==> src/hw/rtl/rtc_pkg.sv <==
package rtc_pkg;

  parameter int unsigned MAX_TEXT_DEF = 64;

  // Configuration register indexes
  localparam int unsigned CFG_IDX_W = 2;
  localparam logic [CFG_IDX_W-1:0] REG_COLUMN_COUNT = 2'd0;
  localparam logic [CFG_IDX_W-1:0] REG_DECRYPT_MODE = 2'd1;
  localparam int unsigned CFG_DATA_W = 7;

  // Result error codes
  localparam logic [2:0] ERR_NONE    = 3'd0;
  localparam logic [2:0] ERR_DIGIT   = 3'd1;
  localparam logic [2:0] ERR_INVALID = 3'd2;
  localparam logic [2:0] ERR_EMPTY   = 3'd3;
  localparam logic [2:0] ERR_TOO_LONG = 3'd4;

  typedef struct packed {
    logic load;       // store one input item
    logic setup;      // start the permute walk
    logic perm_step;  // move one character through the permutation
    logic emit_rd;    // read the next permuted character
    logic emit_ld;    // load the output register with it
    logic load_err;   // load the output register with an error item
    logic clr;        // drop the text state
  } rtc_cmd_t;

  typedef struct packed {
    logic [2:0] err;
    logic       perm_last;
    logic       out_last;
  } rtc_sts_t;

endpackage

==> src/hw/rtl/rtc_dpath.sv <==
module rtc_dpath #(
  parameter int unsigned MaxText = rtc_pkg::MAX_TEXT_DEF
) (
  input  logic                              clk_i,
  input  logic                              rst_ni,
  input  rtc_pkg::rtc_cmd_t                 cmd_i,
  output rtc_pkg::rtc_sts_t                 sts_o,
  input  logic [7:0]                        char_i,
  input  logic                              last_i,
  input  logic                              cfg_we_i,
  input  logic [rtc_pkg::CFG_IDX_W-1:0]     cfg_index_i,
  input  logic [rtc_pkg::CFG_DATA_W-1:0]    cfg_data_i,
  output logic [7:0]                        out_char_o,
  output logic [2:0]                        out_err_o,
  output logic                              out_last_o
);
  import rtc_pkg::*;

  localparam int unsigned LenW = $clog2(MaxText + 1);
  localparam int unsigned AW   = (MaxText > 1) ? $clog2(MaxText) : 1;
  localparam int unsigned SumW = ((LenW > CFG_DATA_W) ? LenW : CFG_DATA_W) + 1;

  logic [7:0] text_mem [MaxText];
  logic [7:0] perm_mem [MaxText];

  logic [CFG_DATA_W-1:0] cols_q;
  logic                  dec_q;
  logic [LenW-1:0]       len_q, k_q, pos_q, col_q, j_q;
  logic                  dig_q, bad_q, ovf_q;
  logic [AW-1:0]         wr_addr_q;
  logic                  wr_en_q;
  logic [7:0]            text_rd_q, perm_rd_q;
  logic [7:0]            out_char_q;
  logic [2:0]            out_err_q;
  logic                  out_last_q;

  logic            is_end, is_digit, is_upper, is_lower, is_bad, has_room;
  logic [7:0]      ch;
  logic [2:0]      err;
  logic [CFG_DATA_W-1:0] eff_cols;
  logic [SumW-1:0] cols_w, len_w, cstart_w, pos_sum;
  logic            wrap;
  logic [AW-1:0]   text_rd_addr;

  always_comb begin
    is_end   = last_i && (char_i == 8'd0);
    is_digit = (char_i inside {[8'h30:8'h39]});
    is_upper = (char_i inside {[8'h41:8'h5A]});
    is_lower = (char_i inside {[8'h61:8'h7A]});
    is_bad   = dec_q ? !is_upper : !(is_upper || is_lower);
    ch       = is_lower ? (char_i - 8'd32) : char_i;
    has_room = (len_q < LenW'(MaxText));
  end

  always_comb begin
    if (dig_q)               err = ERR_DIGIT;
    else if (bad_q)          err = ERR_INVALID;
    else if (len_q == '0)    err = ERR_EMPTY;
    else if (ovf_q)          err = ERR_TOO_LONG;
    else                     err = ERR_NONE;
  end

  // Column walk: columns right to left, each top to bottom
  always_comb begin
    eff_cols     = (cols_q == '0) ? CFG_DATA_W'(1) : cols_q;
    cols_w       = SumW'(eff_cols);
    len_w        = SumW'(len_q);
    cstart_w     = ((cols_w > len_w) ? len_w : cols_w) - SumW'(1);
    pos_sum      = SumW'(pos_q) + cols_w;
    wrap         = (pos_sum >= len_w);
    text_rd_addr = dec_q ? k_q[AW-1:0] : pos_q[AW-1:0];
  end

  assign sts_o.err       = err;
  assign sts_o.perm_last = wrap && (col_q == '0);
  assign sts_o.out_last  = out_last_q;

  always_ff @(posedge clk_i or negedge rst_ni) begin
    if (!rst_ni) begin
      cols_q  <= CFG_DATA_W'(1);
      dec_q   <= 1'b0;
      len_q   <= '0;
      dig_q   <= 1'b0;
      bad_q   <= 1'b0;
      ovf_q   <= 1'b0;
      wr_en_q <= 1'b0;
    end else begin
      if (cfg_we_i) begin
        case (cfg_index_i)
          REG_COLUMN_COUNT: cols_q <= cfg_data_i;
          REG_DECRYPT_MODE: dec_q  <= cfg_data_i[0];
          default: ;
        endcase
      end
      wr_en_q <= cmd_i.perm_step;
      if (cmd_i.load && !is_end) begin
        if (is_digit)    dig_q <= 1'b1;
        else if (is_bad) bad_q <= 1'b1;
        if (has_room)    len_q <= len_q + LenW'(1);
        else             ovf_q <= 1'b1;
      end
      if (cmd_i.clr) begin
        len_q <= '0;
        dig_q <= 1'b0;
        bad_q <= 1'b0;
        ovf_q <= 1'b0;
      end
    end
  end

  // Walk counters and output item
  always_ff @(posedge clk_i) begin
    if (cmd_i.setup) begin
      col_q <= cstart_w[LenW-1:0];
      pos_q <= cstart_w[LenW-1:0];
      k_q   <= '0;
      j_q   <= '0;
    end
    if (cmd_i.perm_step) begin
      wr_addr_q <= dec_q ? pos_q[AW-1:0] : k_q[AW-1:0];
      k_q       <= k_q + LenW'(1);
      if (wrap) begin
        col_q <= col_q - LenW'(1);
        pos_q <= col_q - LenW'(1);
      end else begin
        pos_q <= pos_sum[LenW-1:0];
      end
    end
    if (cmd_i.emit_ld) begin
      out_char_q <= perm_rd_q;
      out_err_q  <= ERR_NONE;
      out_last_q <= ((j_q + LenW'(1)) == len_q);
      j_q        <= j_q + LenW'(1);
    end
    if (cmd_i.load_err) begin
      out_char_q <= 8'd0;
      out_err_q  <= err;
      out_last_q <= 1'b1;
    end
  end

  always_ff @(posedge clk_i) begin
    if (cmd_i.load && !is_end && has_room) text_mem[len_q[AW-1:0]] <= ch;
    if (cmd_i.perm_step) text_rd_q <= text_mem[text_rd_addr];
  end

  always_ff @(posedge clk_i) begin
    if (wr_en_q) perm_mem[wr_addr_q] <= text_rd_q;
    if (cmd_i.emit_rd) perm_rd_q <= perm_mem[j_q[AW-1:0]];
  end

  assign out_char_o = out_char_q;
  assign out_err_o  = out_err_q;
  assign out_last_o = out_last_q;

endmodule

==> src/hw/rtl/rtc_ctrl.sv <==
module rtc_ctrl (
  input  logic              clk_i,
  input  logic              rst_ni,
  input  logic              in_valid_i,
  input  logic              in_last_i,
  output logic              in_ready_o,
  output logic              out_valid_o,
  input  logic              out_ready_i,
  input  rtc_pkg::rtc_sts_t sts_i,
  output rtc_pkg::rtc_cmd_t cmd_o
);
  import rtc_pkg::*;

  typedef enum logic [2:0] {
    ST_LOAD,
    ST_DECIDE,
    ST_PERM,
    ST_DRAIN,
    ST_EMIT_RD,
    ST_EMIT_LD,
    ST_EMIT_OUT
  } state_e;

  state_e state_q;
  logic   ready_q, valid_q;
  logic   taken;

  assign taken = valid_q && out_ready_i;

  always_comb begin
    cmd_o           = '0;
    cmd_o.load      = ready_q && in_valid_i;
    cmd_o.setup     = (state_q == ST_DECIDE) && (sts_i.err == ERR_NONE);
    cmd_o.load_err  = (state_q == ST_DECIDE) && (sts_i.err != ERR_NONE);
    cmd_o.perm_step = (state_q == ST_PERM);
    cmd_o.emit_rd   = (state_q == ST_EMIT_RD) ||
                      ((state_q == ST_EMIT_OUT) && taken && !sts_i.out_last);
    cmd_o.emit_ld   = (state_q == ST_EMIT_LD);
    cmd_o.clr       = (state_q == ST_EMIT_OUT) && taken && sts_i.out_last;
  end

  always_ff @(posedge clk_i or negedge rst_ni) begin
    if (!rst_ni) begin
      state_q <= ST_LOAD;
      ready_q <= 1'b1;
      valid_q <= 1'b0;
    end else begin
      case (state_q)
        ST_LOAD: begin
          if (in_valid_i && in_last_i) begin
            state_q <= ST_DECIDE;
            ready_q <= 1'b0;
          end
        end
        ST_DECIDE: begin
          if (sts_i.err != ERR_NONE) begin
            state_q <= ST_EMIT_OUT;
            valid_q <= 1'b1;
          end else begin
            state_q <= ST_PERM;
          end
        end
        ST_PERM: begin
          if (sts_i.perm_last) state_q <= ST_DRAIN;
        end
        // let the final permute write land before reading back
        ST_DRAIN:   state_q <= ST_EMIT_RD;
        ST_EMIT_RD: state_q <= ST_EMIT_LD;
        ST_EMIT_LD: begin
          state_q <= ST_EMIT_OUT;
          valid_q <= 1'b1;
        end
        ST_EMIT_OUT: begin
          if (taken) begin
            valid_q <= 1'b0;
            if (sts_i.out_last) begin
              state_q <= ST_LOAD;
              ready_q <= 1'b1;
            end else begin
              state_q <= ST_EMIT_LD;
            end
          end
        end
        default: begin
          state_q <= ST_LOAD;
          ready_q <= 1'b1;
          valid_q <= 1'b0;
        end
      endcase
    end
  end

  assign in_ready_o  = ready_q;
  assign out_valid_o = valid_q;

endmodule

==> src/hw/rtl/route_transposition_cipher.sv <==
// Channel   Direction  Handshake                      Payload
// s_axis    in         s_axis_tvalid / s_axis_tready  tdata[7:0] char_code, tlast last_char
// m_axis    out        m_axis_tvalid / m_axis_tready  tdata[7:0] out_char,
//                                                     tuser[2:0] error_code, tlast last_out
// cfg       in         cfg_valid_i / cfg_ready_o      cfg_index_i, cfg_data_i
//
// Characters load at one item per cycle while s_axis_tready is high. After the last one: a decode
// state, then the permute walk moves each character from the text store to the permuted store,
// then a drain state and a read-back state, then a load and an output state per result item.
// An error result is loaded in the decode state, with no permute walk.
// Reset clears the text state and sets one column, encrypt mode; no input is taken
// while results are pending, and an output stall holds the read-back of the next item.
module route_transposition_cipher #(
  parameter int unsigned MaxText = rtc_pkg::MAX_TEXT_DEF
) (
  input  logic                           clk_i,
  input  logic                           rst_ni,
  input  logic                           s_axis_tvalid,
  output logic                           s_axis_tready,
  input  logic [7:0]                     s_axis_tdata,   // [7:0] char_code
  input  logic                           s_axis_tlast,
  output logic                           m_axis_tvalid,
  input  logic                           m_axis_tready,
  output logic [7:0]                     m_axis_tdata,   // [7:0] out_char
  output logic [2:0]                     m_axis_tuser,   // [2:0] error_code
  output logic                           m_axis_tlast,
  input  logic                           cfg_valid_i,
  output logic                           cfg_ready_o,
  input  logic [rtc_pkg::CFG_IDX_W-1:0]  cfg_index_i,
  input  logic [rtc_pkg::CFG_DATA_W-1:0] cfg_data_i
);
  import rtc_pkg::*;

  rtc_cmd_t cmd;
  rtc_sts_t sts;

  assign cfg_ready_o = 1'b1;

  rtc_ctrl u_ctrl (
    .clk_i       (clk_i),
    .rst_ni      (rst_ni),
    .in_valid_i  (s_axis_tvalid),
    .in_last_i   (s_axis_tlast),
    .in_ready_o  (s_axis_tready),
    .out_valid_o (m_axis_tvalid),
    .out_ready_i (m_axis_tready),
    .sts_i       (sts),
    .cmd_o       (cmd)
  );

  rtc_dpath #(
    .MaxText (MaxText)
  ) u_dpath (
    .clk_i       (clk_i),
    .rst_ni      (rst_ni),
    .cmd_i       (cmd),
    .sts_o       (sts),
    .char_i      (s_axis_tdata),
    .last_i      (s_axis_tlast),
    .cfg_we_i    (cfg_valid_i && cfg_ready_o),
    .cfg_index_i (cfg_index_i),
    .cfg_data_i  (cfg_data_i),
    .out_char_o  (m_axis_tdata),
    .out_err_o   (m_axis_tuser),
    .out_last_o  (m_axis_tlast)
  );

  a_no_overlap: assert property (@(posedge clk_i) disable iff (!rst_ni)
    !(s_axis_tready && m_axis_tvalid))
    else $error("input taken while a result is pending");

  a_err_item: assert property (@(posedge clk_i) disable iff (!rst_ni)
    (m_axis_tvalid && m_axis_tuser != ERR_NONE) |-> (m_axis_tlast && m_axis_tdata == 8'd0))
    else $error("error item malformed");

  a_reopen: assert property (@(posedge clk_i) disable iff (!rst_ni)
    (m_axis_tvalid && m_axis_tready && m_axis_tlast) |=> s_axis_tready)
    else $error("input not reopened after final item");

  a_last_closes: assert property (@(posedge clk_i) disable iff (!rst_ni)
    (s_axis_tvalid && s_axis_tready && s_axis_tlast) |=> !s_axis_tready)
    else $error("input still open after last character");

endmodule
==> config.mk <==
export PLATFORM = sky130hd
export DESIGN_NAME = route_transposition_cipher
export DESIGN_NICKNAME = d
export VERILOG_FILES = /design/src/hw/rtl/rtc_pkg.sv /design/src/hw/rtl/rtc_dpath.sv /design/src/hw/rtl/rtc_ctrl.sv /design/src/hw/rtl/route_transposition_cipher.sv
export SDC_FILE = /design/constraint.sdc
export NUM_CORES = 1
export LEC_CHECK = 0
export BUFFER_PORTS_ARGS = -buffer_cell sky130_fd_sc_hd__buf_2
export CAP_MARGIN = 10
export CORE_UTILIZATION = 45
export DETAILED_ROUTE_END_ITERATION = 8
export PLACE_DENSITY_LB_ADDON = 0.3
export SLEW_MARGIN = 20
export SYNTH_ARGS = -nofsm -noshare
export SYNTH_HDL_FRONTEND = slang
export SYNTH_SLANG_ARGS = --single-unit
==> constraint.sdc <==
create_clock -name clk_i -period 6 [get_ports clk_i]
set_clock_uncertainty 0.1 [all_clocks]
set_input_delay 1.2 -clock clk_i [delete_from_list [all_inputs] [get_ports clk_i]]
set_output_delay 1.2 -clock clk_i [all_outputs]
set_load 0.02 [all_outputs]
# Word level (Yosys, flattened, before mapping)
# Memories as Yosys holds them, arrays and structs flattened. A register that Yosys moved wholly into a read port is not among the register bits.
# Index checks and enable logic that the tools add are counted.
# totals
register_bits,70
ram_bits,1024
inputBits,23
out_inout_bits,15
word_cells,151
memories,2
# memory_table
memory,depth,word_bits,rd,rd_clocked_by_memory_dff,wr,line_no,text
u_dpath.perm_mem,64,8,1,1,1,rtc_dpath.sv:24,logic [7:0] perm_mem [MaxText];
u_dpath.text_mem,64,8,1,1,1,rtc_dpath.sv:23,logic [7:0] text_mem [MaxText];
# classes
addsub,7
order_cmp,9
n_eq_ne,15
mux,51
bitwise,2
reduce_logical,47
# op_table
cell,count
7-bit 2-to-1 mux,14
3-bit 2-to-1 mux,11
"7-bit by 1-bit adder with 7-bit output, second input constant",3
7-bit zero test,3
3-bit case mux with 7 select lines,1
1-bit 2-to-1 mux,20
"8-bit by 7-bit greater-or-equal comparator with 1-bit output, second input constant",2
"8-bit by 7-bit <= comparator with 1-bit output, second input constant",2
1-bit logical AND,15
2-bit nonzero test,7
"7-bit by 1-bit subtractor with 7-bit output, second input constant",2
6-bit 2-to-1 mux,2
2-bit AND reduction,5
"3-bit == test, second input constant",3
3-bit AND reduction,3
7-bit by 7-bit adder with 8-bit output,1
"8-bit by 6-bit greater-or-equal comparator with 1-bit output, second input constant",1
8-bit by 7-bit greater-or-equal comparator with 1-bit output,1
"8-bit by 6-bit <= comparator with 1-bit output, second input constant",1
8-bit zero test,1
8-bit 2-to-1 mux,1
"2-bit != test, second input constant",4
"8-bit by 6-bit subtractor with 8-bit output, second input constant",1
7-bit == test,1
17 further kinds,26

# Longest topological paths before layout
# depth
depth_word,9
depth_mapped,17
mapped_depth_nobuf,15

# Cells and area by module
# Synthesis repeated with hierarchy kept, for this count alone.
# hier_totals
cells_unflattened,2514
hier_area_um2,44661.6
# modules_own_cells
module,instances,cells_per_inst,area_each_um2,seq_area_each_um2
rtc_dpath,1,2472,44328.8,32897.8
rtc_ctrl,1,40,321.6,126.4
route_transposition_cipher,1,2,11.3,0.0

# Worst setup path before layout
# No wires, ideal clock.
# synth_timing
kind,input -> register
start,input port s_axis_tdata[2]
end,memory u_dpath.text_mem[0][6] (data pin)
setup_time_ns,0.549
arrival_ns,3.711
required_ns,5.351
path_slack_ns,1.640
stages,4
cell_sequence,nor4_1 and2_1 nor4_1 a21oi_1
# synth_via
elab_chain_cells,3
word_cells_on_any_way,5
classes_between,add/sub: 1; order compare: 2; mux: 1; reduce/logical: 1
# synth_rtl
item,line_no,text
from (decl),route_transposition_cipher.sv:20,"input logic [7:0] s_axis_tdata,"
8-bit by 7-bit greater-or-equal comparator with 1-bit output / 8-bit by 7-bit <= comparator with 1-bit output (equally long branches),rtc_dpath.sv:49,is_lower = (char_i inside {[8'h61:8'h7A]});
1-bit logical AND,rtc_dpath.sv:49,
8-bit 2-to-1 mux *,rtc_dpath.sv:51,ch = is_lower ? (char_i - 8'd32) : char_i;
named net u_dpath.ch[6],rtc_dpath.sv:38,logic [7:0] ch;
to (decl),rtc_dpath.sv:23,
# Mark *: on every way through the listed nets, which the timed path passes. The rest lies on a longest branch.

# Final worst setup path
# layout_timing
start,register u_dpath.cols_q[3]
end,register u_dpath.pos_q[6] (data pin)
# layout_via
elab_chain_cells,7
word_cells_on_any_way,10
classes_between,add/sub: 2; order compare: 2; mux: 5; reduce/logical: 1
# layout_rtl
item,line_no,text
from (decl),rtc_dpath.sv:26,logic [CFG_DATA_W-1:0] cols_q;
from (signal assigned),rtc_dpath.sv:90,REG_COLUMN_COUNT: cols_q <= cfg_data_i;
7-bit zero test,rtc_dpath.sv:65,eff_cols = (cols_q == '0) ? CFG_DATA_W'(1) : cols_q;
7-bit 2-to-1 mux *,rtc_dpath.sv:65,
7-bit greater-than comparator,rtc_dpath.sv:68,cstart_w = ((cols_w > len_w) ? len_w : cols_w) - SumW'(1);
7-bit 2-to-1 mux,rtc_dpath.sv:68,
7-bit by 1-bit subtractor with 7-bit output,rtc_dpath.sv:68,
7-bit 2-to-1 mux,rtc_dpath.sv:113,if (cmd_i.setup) begin
7-bit 2-to-1 mux *,rtc_dpath.sv:119,if (cmd_i.perm_step) begin
to (signal assigned),rtc_dpath.sv:115,pos_q <= cstart_w[LenW-1:0];
to (signal assigned),rtc_dpath.sv:124,pos_q <= col_q - LenW'(1);
to (signal assigned),rtc_dpath.sv:126,pos_q <= pos_sum[LenW-1:0];
to (decl),rtc_dpath.sv:28,"logic [LenW-1:0] len_q, k_q, pos_q, col_q, j_q;"
# Mark *: on every way between the ends. The rest lies on a longest branch, timed or not. The select of a mux whose other input is x is not followed.
# A chain may end at the register's enable or synchronous reset.

==> impl_results.md <==
* Worst-path clk slew at around 0.070 ns
* Syn Inst Count at 2374
* Sum Neg Setup Slack at 0 ns
* Slew HR at 0.203
* Worst Setup End Kind: flip-flop
* Yosys reg bits at 1109
* Vias in the first global route at approximately 23000
* Largest net degree at the start of global routing at 129
* RSZ-0062 raised after global routing: false
* Initial Utilization at 0.454
* Arr. time, crit path at 5.02 ns
* Final setup violation count at 0
* Post_cts resized at 0
* Status: finished clean
* Core Region at between 90000 and 100000 um2
* Cts hold-fix bufs at 0
* Vias at 22700
* Crit path launch: u_dpath.cols_q[3]
* Pins over their slew limit at 0
* Wire length per cell at 26.5 um
* Sequential element share of the synthesized area at 0.740
* Hold Startpoint: u_dpath.out_char_o[5]
* Top cells by area, synth: edfxtp_1 (72%), mux4_2 (11%), mux2i_1 (2.4%)
* Remaining antenna violation count at 0
* Initial DRC count at 2607
* Buffer count from post-CTS setup fixing at 0
* Commonest register cell after synthesis: edfxtp_1
* Unique cell type count in the Yosys netlist at 70
* Commonest non-fill, non-tap cell in the layout: edfxtp_1
* DR vias/cell at around 6
* Die area at 100000 um2
* Maxcap violations at 0
* Top-area cell type share of the netlist area at 0.719
* Most frequent cells in the layout: edfxtp_1 (1069), mux4_2 (224), nor2_1 (181)
* Crit share post-route at 0.776
* Leak pwr at 16.0 nW
* Worst-margin pin slew at 1.16 ns
* Die Y at about 320 um
* Clock Latency Late Sink at 0.70 ns
* Total power at 21.7 mW
* Post-synth ARST share at 0.0216
* First-pass GRT wire length at 150000 um
* CP Launch Type: flip-flop
* Boundary Pins at 38
* Final hold vios at 0
* Antenna violations before repair at 1
* Die width at 317 um
* Cell area after synthesis at approximately 45000 um2
* Crit-path max FO at 10
* CTS Buffer Depth at 3
* Port-buffer cells at 36
* Post-DP HPWL at between 60000 and 70000 um
* CTS Sinks at 1109
* Final min period at 4.65 ns
* Residual DRC count at 0
* Reg2reg start: u_dpath.cols_q[3]
* P&R area growth vs syn at 12.0%
* Layout cells sized above 1 at 0.201
* H-tree depth at 3
* GRT overflow at 0
* GR Util All Layers at 0.204
* Site row count at around 120
* EDFF count, synth at 1069
* Worst path required time at 6.36 ns
* FMAX at 215 MHz
* Hold Crit Class: flip-flop to flip-flop
* Max VDD drop at about 0.28 mV
* Avg Synthesized Cell Area at about 19 um2
* Util after Layout at 0.508
* CTS tree: yes
* Root buf cell: clkbuf_16
* Crit path kind: flip-flop to flip-flop
* GP Congestion at 0.861
* DR pass1 iterations at 6
* Cell taking the most area after synthesis: edfxtp_1
* Nets at 2495
* Synth warnings at 0
* Routed wire length at 102000 um
* Power per cell area at 435 nW/um2
* Syn nets at 2428
* TritonCTS Buffers at 112
cell families after synthesis:
family,Yosys count,share of synthesized area
AOI/OAI and AO/OA,190,0.0321
xor gates and xnor gates,36,0.00707
adders and majority gates,31,0.00886
buffers and inverters,150,0.0169
DFF,1109,0.740
muxes,349,0.142
other,1,0.0000840
and+or+nand+nor,508,0.0528
area by class of cell:
type	count	area [um2]
Inverter	24	90.1
Clock buffer	146	2990
Timing Repair Buffer	79	566
Fill cell	7712	48300
Clock inverter	65	747
Sequential cell	1109	33000
Multi-Input combinational cell	1115	10900
Tap cell	1287	1610
Antenna cell	2	5.00
cell usage after synthesis (3+ instances only):
cell	n
a2111oi_0	32
a22oi_1	17
inv_1	21
a211oi_1	5
nand3b_1	8
a211o_1	3
buf_4	12
buf_1	11
nand4_1	3
and2_1	8
o31ai_1	4
o21ai_1	4
mux2i_1	106
nor4b_1	3
mux4_2	224
nor4_1	15
or3_1	4
o211ai_1	5
nand3_1	58
buf_6	12
nor3_1	8
o22ai_1	3
nor2b_1	40
xnor2_1	26
a21o_1	5
xor2_1	10
o21a_1	5
nand2b_1	7
o21ai_0	25
edfxtp_1	1069
clkbuf_1	61
buf_2	28
a31oi_1	3
dfxtp_1	16
a222oi_1	32
a21oi_1	29
and3_1	37
mux2_2	15
nor2_1	182
or2_2	4
nand2_1	124
ha_1	30
dfrtp_1	22
per-stage QoR:
stage,instances,setup slack [ns],hold WS (ns),instance area (um2)
finish,3827,1.35,0.359,50000
global route,3825,1.08,0.386,50000
CTS,3825,1.47,0.361,49900
detailed placement,3614,1.38,0.353,46200
global placement,3613,1.57,0.346,46200
floorplan,2374,1.64,0.369,44600
where the power goes:
part | leakage, nW | switching (mW) | internal (mW)
combinational | 4.16 | 3.19 | 1.97
sequential | 10.0 | 0.353 | 9.20
clock | 1.80 | 2.94 | 4.05
total | 16.0 | 6.49 | 15.2
registers in the layout (all words and copies together) (netlist names), 3 cells and up:
register,flops
u_dpath.text_rd_q,8
u_dpath.col_q,7
u_dpath.k_q,6
u_dpath.j_q,7
u_dpath.out_err_o,3
u_ctrl.state_q,3
u_dpath.text_mem,512
u_dpath.cols_q,7
u_dpath.out_char_o,8
u_dpath.wr_addr_q,6
u_dpath.perm_mem,512
u_dpath.pos_q,7
u_dpath.perm_rd_q,8
u_dpath.len_q,7
per-layer routing:
layer / part of all wire / GRT usage / vias up / wire [um]
li1: - / - / 9775 / -
met1: 0.42 / 0.288 / 11800 / 42800
met2: 0.48 / 0.324 / 964 / 48600
met5: 0.00013 / 0 / - / 13
met4: 0.025 / 0.0605 / 2 / 2570
met3: 0.075 / 0.0378 / 162 / 7580
worst paths after layout:
| path | endpoint | slack [ns] | depth (start not counted) |
|---|---|---|---|
| worst max-delay path | u_dpath.pos_q[6] | 1.35 | 14 |
| worst min-delay path | u_dpath.out_char_o[5] | 0.36 | 2 |
| worst max register to register | u_dpath.pos_q[6] | 1.35 | 14 |
| worst min register to register | u_dpath.out_char_o[5] | 0.36 | 2 |
| max in group asynchronous | u_dpath.dig_q | 4.85 | 1 |
| min in group asynchronous | u_dpath.cols_q[4] | 0.46 | 1 |
critical path, cell delays in order (launching register included):
cell	delay, ns
dfrtp_1	0.48
nor4_1	0.58
a21o_1	0.23
ha_1	0.22
fa_1	0.23
a21oi_1	0.10
o211ai_1	0.19
a21oi_1	0.11
xnor2_1	0.15
ha_1	0.30
o2111ai_1	0.14
nor2_1	0.34
or2_0	0.60
mux2_1	0.37
mux2_2	0.27
Note: power is estimated with default switching activity, not from simulation.
